## src/design/smmat_pkg.sv

```systemverilog
// ----------------------------------------------------------------------------
// smmat_pkg: shared types and constants for the sample statistics tracker
// Beat payloads, command codes, sequencer states and fixed field widths.
// ----------------------------------------------------------------------------
package smmat_pkg;

    // Field widths
    localparam int SAMPLE_BITS = 10;
    localparam int COUNT_BITS  = 22;
    localparam int SUM_BITS    = 32;

    // Minimum reported while no sample has been taken since clear
    localparam int MIN_EMPTY_RAW = 1000;
    localparam logic [SAMPLE_BITS-1:0] MIN_EMPTY =
        (MIN_EMPTY_RAW > (2 ** SAMPLE_BITS) - 1) ? {SAMPLE_BITS{1'b1}}
                                                 : SAMPLE_BITS'(MIN_EMPTY_RAW);

    // Command codes carried in the mode field
    typedef enum logic [1:0] {
        MODE_SAMPLE = 2'd0,
        MODE_HOLD   = 2'd1,
        MODE_RESUME = 2'd2,
        MODE_CLEAR  = 2'd3
    } mode_t;

    // Input beat
    typedef struct packed {
        mode_t                  mode;
        logic [SAMPLE_BITS-1:0] sample;
    } in_beat_t;

    // Output beat
    typedef struct packed {
        logic [SAMPLE_BITS-1:0] last_sample;
        logic [SAMPLE_BITS-1:0] minimum;
        logic [SAMPLE_BITS-1:0] maximum;
        logic [SAMPLE_BITS-1:0] average;
        logic [COUNT_BITS-1:0]  sample_count;
        logic                   holding;
    } out_beat_t;

    // Running statistics held by the stats block
    typedef struct packed {
        logic [SAMPLE_BITS-1:0] latest;
        logic [SAMPLE_BITS-1:0] min_value;
        logic [SAMPLE_BITS-1:0] max_value;
        logic [SUM_BITS-1:0]    sum;
        logic [COUNT_BITS-1:0]  count;
        logic                   hold;
    } stats_t;

    // Divider status
    typedef struct packed {
        logic busy;
        logic done;
    } div_status_t;

    // Sequencer states
    typedef enum logic [1:0] {
        ST_IDLE,
        ST_LAUNCH,
        ST_DIVIDE,
        ST_FINISH
    } state_t;

endpackage

```

## src/design/smmat_stats.sv

```systemverilog
// ----------------------------------------------------------------------------
// smmat_stats: running statistics registers
// Applies one command or sample to min, max, sum, count, last sample and hold.
// ----------------------------------------------------------------------------
module smmat_stats (
    input  logic                clk,
    input  logic                rst_n,
    input  logic                update,
    input  smmat_pkg::in_beat_t beat,
    output smmat_pkg::stats_t   stats
);

    smmat_pkg::stats_t stats_reg;
    smmat_pkg::stats_t stats_next;

    // Update from the accepted beat
    always_comb
    begin
        logic [smmat_pkg::SUM_BITS:0] sum_wide;
        sum_wide   = {1'b0, stats_reg.sum}
                   + (smmat_pkg::SUM_BITS + 1)'(beat.sample);
        stats_next = stats_reg;
        if (update)
        begin
            unique case (beat.mode)
                smmat_pkg::MODE_SAMPLE:
                begin
                    if (!stats_reg.hold)
                    begin
                        stats_next.latest = beat.sample;
                        if (beat.sample < stats_reg.min_value)
                            stats_next.min_value = beat.sample;
                        if (beat.sample > stats_reg.max_value)
                            stats_next.max_value = beat.sample;
                        // count and sum freeze once the count is full
                        if (stats_reg.count != {smmat_pkg::COUNT_BITS{1'b1}})
                        begin
                            stats_next.count = stats_reg.count + 1'b1;
                            stats_next.sum   = sum_wide[smmat_pkg::SUM_BITS]
                                             ? {smmat_pkg::SUM_BITS{1'b1}}
                                             : sum_wide[smmat_pkg::SUM_BITS-1:0];
                        end
                    end
                end
                smmat_pkg::MODE_HOLD:   stats_next.hold = 1'b1;
                smmat_pkg::MODE_RESUME: stats_next.hold = 1'b0;
                smmat_pkg::MODE_CLEAR:
                begin
                    stats_next.latest    = '0;
                    stats_next.min_value = smmat_pkg::MIN_EMPTY;
                    stats_next.max_value = '0;
                    stats_next.sum       = '0;
                    stats_next.count     = '0;
                end
                default: stats_next = stats_reg;
            endcase
        end
    end

    // State registers
    always_ff @(posedge clk or negedge rst_n)
    begin
        if (!rst_n)
        begin
            stats_reg.latest    <= '0;
            stats_reg.min_value <= smmat_pkg::MIN_EMPTY;
            stats_reg.max_value <= '0;
            stats_reg.sum       <= '0;
            stats_reg.count     <= '0;
            stats_reg.hold      <= 1'b0;
        end
        else
        begin
            stats_reg <= stats_next;
        end
    end

    assign stats = stats_reg;

endmodule

```

## src/design/smmat_divider.sv

```systemverilog
// ----------------------------------------------------------------------------
// smmat_divider: bit-serial restoring divider
// One quotient bit per cycle; quotient holds after done until the next start.
// ----------------------------------------------------------------------------
module smmat_divider #(
    parameter int DIVIDEND_BITS = smmat_pkg::SUM_BITS,
    parameter int DIVISOR_BITS  = smmat_pkg::COUNT_BITS
) (
    input  logic                       clk,
    input  logic                       rst_n,
    input  logic                       start,
    input  logic [DIVIDEND_BITS-1:0]   dividend,
    input  logic [DIVISOR_BITS-1:0]    divisor,
    output logic [DIVIDEND_BITS-1:0]   quotient,
    output smmat_pkg::div_status_t     status
);

    localparam int STEP_W = $clog2(DIVIDEND_BITS + 1);
    localparam logic [STEP_W-1:0] LAST_STEP = STEP_W'(DIVIDEND_BITS - 1);

    logic [DIVISOR_BITS-1:0]  rem_reg, rem_next;
    logic [DIVIDEND_BITS-1:0] quo_reg, quo_next;
    logic [DIVISOR_BITS-1:0]  den_reg, den_next;
    logic [STEP_W-1:0]        step_reg, step_next;
    logic                     busy_reg, busy_next;
    logic                     done_reg, done_next;

    // One shift-compare-subtract step
    always_comb
    begin
        logic [DIVISOR_BITS:0] trial;
        logic [DIVISOR_BITS:0] diff;
        trial     = {rem_reg, quo_reg[DIVIDEND_BITS-1]};
        diff      = trial - {1'b0, den_reg};
        rem_next  = rem_reg;
        quo_next  = quo_reg;
        den_next  = den_reg;
        step_next = step_reg;
        busy_next = busy_reg;
        done_next = 1'b0;
        if (start)
        begin
            rem_next  = '0;
            quo_next  = dividend;
            den_next  = divisor;
            step_next = '0;
            busy_next = 1'b1;
        end
        else if (busy_reg)
        begin
            if (trial >= {1'b0, den_reg})
            begin
                rem_next = diff[DIVISOR_BITS-1:0];
                quo_next = {quo_reg[DIVIDEND_BITS-2:0], 1'b1};
            end
            else
            begin
                rem_next = trial[DIVISOR_BITS-1:0];
                quo_next = {quo_reg[DIVIDEND_BITS-2:0], 1'b0};
            end
            step_next = step_reg + 1'b1;
            if (step_reg == LAST_STEP)
            begin
                busy_next = 1'b0;
                done_next = 1'b1;
            end
        end
    end

    // Control registers
    always_ff @(posedge clk or negedge rst_n)
    begin
        if (!rst_n)
        begin
            busy_reg <= 1'b0;
            done_reg <= 1'b0;
            step_reg <= '0;
        end
        else
        begin
            busy_reg <= busy_next;
            done_reg <= done_next;
            step_reg <= step_next;
        end
    end

    // Datapath registers
    always_ff @(posedge clk)
    begin
        rem_reg <= rem_next;
        quo_reg <= quo_next;
        den_reg <= den_next;
    end

    assign quotient    = quo_reg;
    assign status.busy = busy_reg;
    assign status.done = done_reg;

endmodule

```

## src/design/sample_min_max_average_tracker_unit.sv

```systemverilog
// ----------------------------------------------------------------------------
// sample_min_max_average_tracker_unit: running min / max / mean tracker
// Takes converter samples and hold / resume / clear commands, one result each.
// ----------------------------------------------------------------------------
// Usage:
//   Input channel (in_valid / in_ready / in_data) carries a mode and a sample.
//   Mode sample updates last sample, min, max, count and sum unless holding;
//   hold and resume set and clear the hold flag; clear resets the statistics
//   but keeps the hold flag. Count and sum saturate and then stay put.
//   Output channel (out_valid / out_ready / out_data) returns one beat per
//   input beat: last sample, min, max, truncated sum / count (0 for an empty
//   count), count and hold flag, all after the beat is applied.
//   After input acceptance the statistics update on the accepting edge, the
//   sequencer launches the divider, the bit-serial divider produces one
//   quotient bit per cycle over the 32-bit sum, the sequencer sees it
//   finish and the output register is loaded, raising out_valid.
//   in_ready is high only while the sequencer is idle, so no new beat is
//   accepted until the previous result is loaded into the output register.
//   If the receiver stalls, the finished result waits in the sequencer until
//   the output register empties, and in_ready stays low meanwhile.
//   Reset: min 1000, everything else zero, hold off, no output pending.
// ----------------------------------------------------------------------------
module sample_min_max_average_tracker_unit (
    input  logic                 clk,
    input  logic                 rst_n,
    input  logic                 in_valid,
    output logic                 in_ready,
    input  smmat_pkg::in_beat_t  in_data,
    output logic                 out_valid,
    input  logic                 out_ready,
    output smmat_pkg::out_beat_t out_data
);

    smmat_pkg::state_t      state_reg, state_next;
    smmat_pkg::stats_t      stats;
    smmat_pkg::div_status_t div_status;
    smmat_pkg::out_beat_t   out_reg, out_next;
    logic                   out_valid_reg, out_valid_next;
    logic                   in_accept;
    logic                   div_start;
    logic                   out_load;
    logic [smmat_pkg::SUM_BITS-1:0] quotient;

    assign in_accept = in_valid && in_ready;

    // Statistics registers
    smmat_stats u_stats (
        .clk    (clk),
        .rst_n  (rst_n),
        .update (in_accept),
        .beat   (in_data),
        .stats  (stats)
    );

    // Divider for the average
    smmat_divider #(
        .DIVIDEND_BITS (smmat_pkg::SUM_BITS),
        .DIVISOR_BITS  (smmat_pkg::COUNT_BITS)
    ) u_divider (
        .clk      (clk),
        .rst_n    (rst_n),
        .start    (div_start),
        .dividend (stats.sum),
        .divisor  (stats.count),
        .quotient (quotient),
        .status   (div_status)
    );

    // Sequencer: next state and control
    always_comb
    begin
        state_next = state_reg;
        in_ready   = 1'b0;
        div_start  = 1'b0;
        out_load   = 1'b0;
        unique case (state_reg)
            smmat_pkg::ST_IDLE:
            begin
                in_ready = 1'b1;
                if (in_valid)
                    state_next = smmat_pkg::ST_LAUNCH;
            end
            smmat_pkg::ST_LAUNCH:
            begin
                div_start  = 1'b1;
                state_next = smmat_pkg::ST_DIVIDE;
            end
            smmat_pkg::ST_DIVIDE:
            begin
                if (div_status.done)
                    state_next = smmat_pkg::ST_FINISH;
            end
            smmat_pkg::ST_FINISH:
            begin
                if (!out_valid_reg || out_ready)
                begin
                    out_load   = 1'b1;
                    state_next = smmat_pkg::ST_IDLE;
                end
            end
            default: state_next = smmat_pkg::ST_IDLE;
        endcase
    end

    // Result assembly and output register control
    always_comb
    begin
        out_next = out_reg;
        if (out_load)
        begin
            out_next.last_sample  = stats.latest;
            out_next.minimum      = stats.min_value;
            out_next.maximum      = stats.max_value;
            out_next.average      = (stats.count == '0) ? '0
                                  : quotient[smmat_pkg::SAMPLE_BITS-1:0];
            out_next.sample_count = stats.count;
            out_next.holding      = stats.hold;
        end
        priority if (out_load)
            out_valid_next = 1'b1;
        else if (out_ready)
            out_valid_next = 1'b0;
        else
            out_valid_next = out_valid_reg;
    end

    // State register
    always_ff @(posedge clk or negedge rst_n)
    begin
        if (!rst_n)
        begin
            state_reg     <= smmat_pkg::ST_IDLE;
            out_valid_reg <= 1'b0;
        end
        else
        begin
            state_reg     <= state_next;
            out_valid_reg <= out_valid_next;
        end
    end

    // Output payload register
    always_ff @(posedge clk)
    begin
        out_reg <= out_next;
    end

    assign out_valid = out_valid_reg;
    assign out_data  = out_reg;

    // Accepted beat always moves on to launch the divider
    a_accept_launch: assert property (@(posedge clk) disable iff (!rst_n)
        in_accept |=> state_reg == smmat_pkg::ST_LAUNCH)
        else $error("accepted beat did not launch the divider");

    // No new beat while the divider is running
    a_ready_idle_div: assert property (@(posedge clk) disable iff (!rst_n)
        in_ready |-> !div_status.busy)
        else $error("input ready while divider busy");

    // A fresh result only comes from the finish state
    a_load_from_finish: assert property (@(posedge clk) disable iff (!rst_n)
        $rose(out_valid_reg) |-> $past(state_reg) == smmat_pkg::ST_FINISH)
        else $error("output raised outside finish state");

    // Empty count reports a zero average
    a_empty_average: assert property (@(posedge clk) disable iff (!rst_n)
        out_valid_reg |-> (out_reg.sample_count != '0 || out_reg.average == '0))
        else $error("non-zero average with zero count");

endmodule

```

## config.mk

```make
export PLATFORM = sky130hd
export DESIGN_NAME = sample_min_max_average_tracker_unit
export DESIGN_NICKNAME = d
export VERILOG_FILES = /design/src/design/smmat_pkg.sv /design/src/design/smmat_stats.sv /design/src/design/smmat_divider.sv /design/src/design/sample_min_max_average_tracker_unit.sv
export SDC_FILE = /design/constraint.sdc
export NUM_CORES = 1
export LEC_CHECK = 0
export BUFFER_PORTS_ARGS = -buffer_cell sky130_fd_sc_hd__buf_2
export CAP_MARGIN = 20
export CORE_MARGIN = 2
export CORE_UTILIZATION = 47
export CTS_BUF_LIST = sky130_fd_sc_hd__clkbuf_4 sky130_fd_sc_hd__clkbuf_8 sky130_fd_sc_hd__clkbuf_16
export CTS_CLUSTER_SIZE = 8
export DETAILED_ROUTE_END_ITERATION = 8
export SYNTH_ARGS = -nofsm -noshare
export SYNTH_HDL_FRONTEND = slang
export SYNTH_SLANG_ARGS = --single-unit
```

## constraint.sdc

```tcl
create_clock -name clk -period 4.91 [get_ports clk]
set_input_delay 0.491 -clock clk [delete_from_list [all_inputs] [get_ports clk]]
set_output_delay 0.491 -clock clk [all_outputs]
set_load 0.02 [all_outputs]
```

==> results.py <==
metrics = {
    "run_status": {
        "status": "completed",
    },
    "final_layout": {
        "fin_area_sq_um": 13600,
        "drive_above_1_share_pct": 20.4,
        "diodes": 0,
        "nNetsFinal": 1218,
        "largest_reg_flops": 85,
        "syn_to_final_growth_pct": 15.9,
        "fillCellCount": 2137,
    },
    "floorplan": {
        "core.rowCount": 57,
        "ios": 81,
        "coreArea_sq_um": 24500,
        "die_w_um": 162,
        "dieArea_sq_um": 26300,
        "start_util_pct": 48.1,
        "dieHeight_um": 162,
    },
    "logic_synthesis": {
        "synth_adder_area_share_pct": 6.83,
        "yosys_warnings": 0,
        "ys_types": 71,
        "synthXorXnorAreaFrac_pct": 2.01,
        "muxShareOfSynthArea_pct": 7.33,
        "synth-simple-area-share_pct": 13.2,
        "yosysTopAreaCell": "edfxtp_1",
        "yosysMostFrequentCell": "edfxtp_1",
        "synthTopCellsByArea": "edfxtp_1, dfrtp_1, ha_1",
        "synthFlopType": "edfxtp_1",
        "avgSynthCellArea_sq_um": 11.2,
        "synth_top_family_by_area": "simple AND/OR/NAND/NOR gates",
        "synthCells": 1051,
        "synth_common_cells": "edfxtp_1, dfrtp_1, nand2_1, nor2_1, a21oi_1",
        "synth_compound_area_share_pct": 13.0,
        "ys_seq_elements": 235,
        "syn-cell-area_sq_um": 11800,
        "ys_seq_area_share_pct": 54.1,
        "syn_nets": 1130,
        "synth_edf_count": 117,
        "ys_async_sr_fraction_pct": 40.9,
        "yosysTopAreaCellShare_pct": 29.9,
    },
    "global_route": {
        "antenna_found_initial": 0,
        "grt.busiest_layer": "met2",
        "use_met2_pct": 32.9,
        "overflow": 0,
        "use_met1_pct": 26.4,
        "grt_max_degree": 52,
        "track_usage_pct": 19.8,
        "grt_use_met3_pct": 3.47,
        "first_global_vias": 8149,
        "grt_pass1_wl_um": 42000,
    },
    "power": {
        "p_seq_share_pct": 36.9,
        "clockPowerShare_pct": 27.6,
        "p_switching_mw": 2.90,
        "intPower_mw": 5.65,
        "pwr-share-comb_pct": 35.5,
        "p_per_area_nw_per_um2": 628,
        "p_leak_nw": 5.82,
        "vdd_drop_max_mv": 0.304,
        "p_sw_share_pct": 33.9,
    },
    "worst_setup_path": {
        "crit_path_start_kind": "register",
        "reg2reg_slack_ns": 1.37,
        "rr_startpoint": "u_divider.den_reg[2]",
        "crit_fanout": 22,
        "cp.arrival_ns": 3.95,
        "worstSetupEndpointType": "register",
        "crit_type": "register to register",
        "r2r-end": "u_divider.rem_reg[7]",
        "reg2regPathDepth": 11,
        "required_ns": 5.32,
    },
    "timing": {
        "rsz0062_at_grt": "false",
        "setup_viol": 0,
        "fin_worst_skew_ns": 0.0112,
        "final-hold-violation-count": 0,
        "max_freq_mhz": 283,
        "tightest_slew_ns": 1.00,
        "relSlewSlack_pct": 32.8,
        "maxSlewViolCount": 0,
        "setup_tns_ns": 0,
        "period_minus_slack_ns": 3.54,
        "period_share_pct": 72.1,
    },
    "detailed_routing": {
        "viasPerCell": 5.53,
        "avgRoutedWirePerCell_um": 17.1,
        "dr.pass1.iters": 5,
        "drc": 0,
        "drtIter0Drc": 548,
        "ant_nets": 0,
        "vias": 8234,
        "totalWireLength_um": 25400,
    },
    "place": {
        "port_buffers": 80,
        "dpl.hpwl_um": 17000,
        "place.gp.congestion": 0.841,
        "postPlaceCellArea_sq_um": 12500,
    },
    "clocking": {
        "cts-buffers-inserted": 35,
        "cts.clk_slew.worst_paths_ns": 0.05,
        "cts_tree": "done",
        "clock-sinks": 235,
        "post_cts_buffers": 0,
        "clk_latency_ns": 0.51,
        "h-tree-depth": 2,
        "hold_buffers": 0,
        "cts_resized": 0,
        "root_buffer": "clkbuf_16",
        "clockBufferDepth": 3,
    },
    "flow_run": {
        "drv_cap": 0,
    },
    "worst_hold_path": {
        "hold_class": "input port to asynchronous set/reset pin",
    },
}
power by group through the flow:
stage | Combinational, mW | Clock [mW] | Sequential, mW
after floorplan | 2.24 | 0 | 3.25
after global placement | 3.00 | 0 | 3.18
after detailed placement | 3.04 | 0 | 3.19
after CTS | 3.06 | 2.42 | 3.16
after global routing | 3.40 | 2.50 | 3.23
final | 3.03 | 2.36 | 3.16
layer usage:
layer,vias to the layer above,wire [um],part of all wire [%]
met3,52,1070,4.2
met2,159,12000,47
li1,4047,-,-
met4,0,663,2.6
met5,-,0,0
met1,3976,11600,46
logic make-up (layout without fill, tap and decap cells):
logic type,count (synthesis),after routing
buffers and inverters,101,215
xor gates and xnor gates,27,27
adders and majority gates,63,63
and+or+nand+nor,314,314
muxes,79,79
AOI/OAI and AO/OA,232,232
DFF,235,235
metrics by stage:
step	std cells	total power, mW	util [%]	setup slack [ns]	hold slack (ns)
2_1_floorplan	1051	5.48	-	0.975	0.195
3_3_place_gp	1426	6.18	51.1	1.47	0.429
3_5_place_dp	1426	6.23	51.1	1.37	0.430
4_1_cts	1489	8.65	55.7	1.34	0.0265
5_1_grt	1489	9.14	55.7	1.07	0.0567
6_report	1489	8.55	55.7	1.37	0.0116
area by class of cell:
cell class / count / area, sq um / share of cell area, %
Clock buffer: 59 / 1060 / 7.75
Clock inverter: 4 / 56.3 / 0.413
Inverter: 61 / 229 / 1.68
Multi-Input combinational cell: 715 / 5030 / 36.9
Sequential cell: 235 / 6360 / 46.7
Tap cell: 324 / 405 / 2.98
Timing Repair Buffer: 91 / 485 / 3.56
worst max-delay path by stage:
| stage | cells after the start | slack, ns | to | startpoint |
|---|---|---|---|---|
| floorplan | 2 | 0.98 | out_data[0] | out_valid |
| finish | 11 | 1.37 | u_divider.rem_reg[7] | u_divider.den_reg[2] |
| detailed placement | 11 | 1.37 | u_divider.rem_reg[10] | u_divider.den_reg[2] |
| global route | 11 | 1.07 | u_divider.rem_reg[7] | u_divider.den_reg[2] |
| CTS | 11 | 1.34 | u_divider.rem_reg[7] | u_divider.den_reg[2] |
| global placement | 11 | 1.47 | u_divider.rem_reg[8] | u_divider.den_reg[2] |
layout by cell type, fill, tap and decap left out, types with 6 or more instances in the layout:
cell type    n
xor2_1      10
edfxtp_1   117
a211oi_1    21
and2_1       7
a31oi_1      9
dfstp_2      6
buf_4       12
clkbuf_4    24
nand2_1     79
nor2_1      75
xnor2_1     17
inv_1       61
mux2i_1     22
dfrtp_1     90
a41oi_1      6
clkbuf_16   35
a21oi_1     62
o21ai_0     54
a311oi_1     8
dfxtp_1     22
o21a_1      10
o21ai_1      6
nand3_1     27
or3_1        6
nor3_1      31
mux2_2      57
buf_2       79
nor4_1       7
nor2b_1     26
and3_1      17
nand4_1     10
ha_1        59
nand2b_1     6
or2_2        7
worst max-delay path, cell delays in order (launching register included):
cell,delay [ns]
edfxtp_1,0.31
inv_1,0.04
ha_1,0.35
a21oi_1,0.21
a21oi_1,0.11
o41a_1,0.42
o21ai_1,0.26
a31oi_1,0.26
a41oi_4,0.80
buf_4,0.34
mux2i_1,0.09
a211oi_1,0.25
Note: power is estimated with default switching activity, not from simulation.
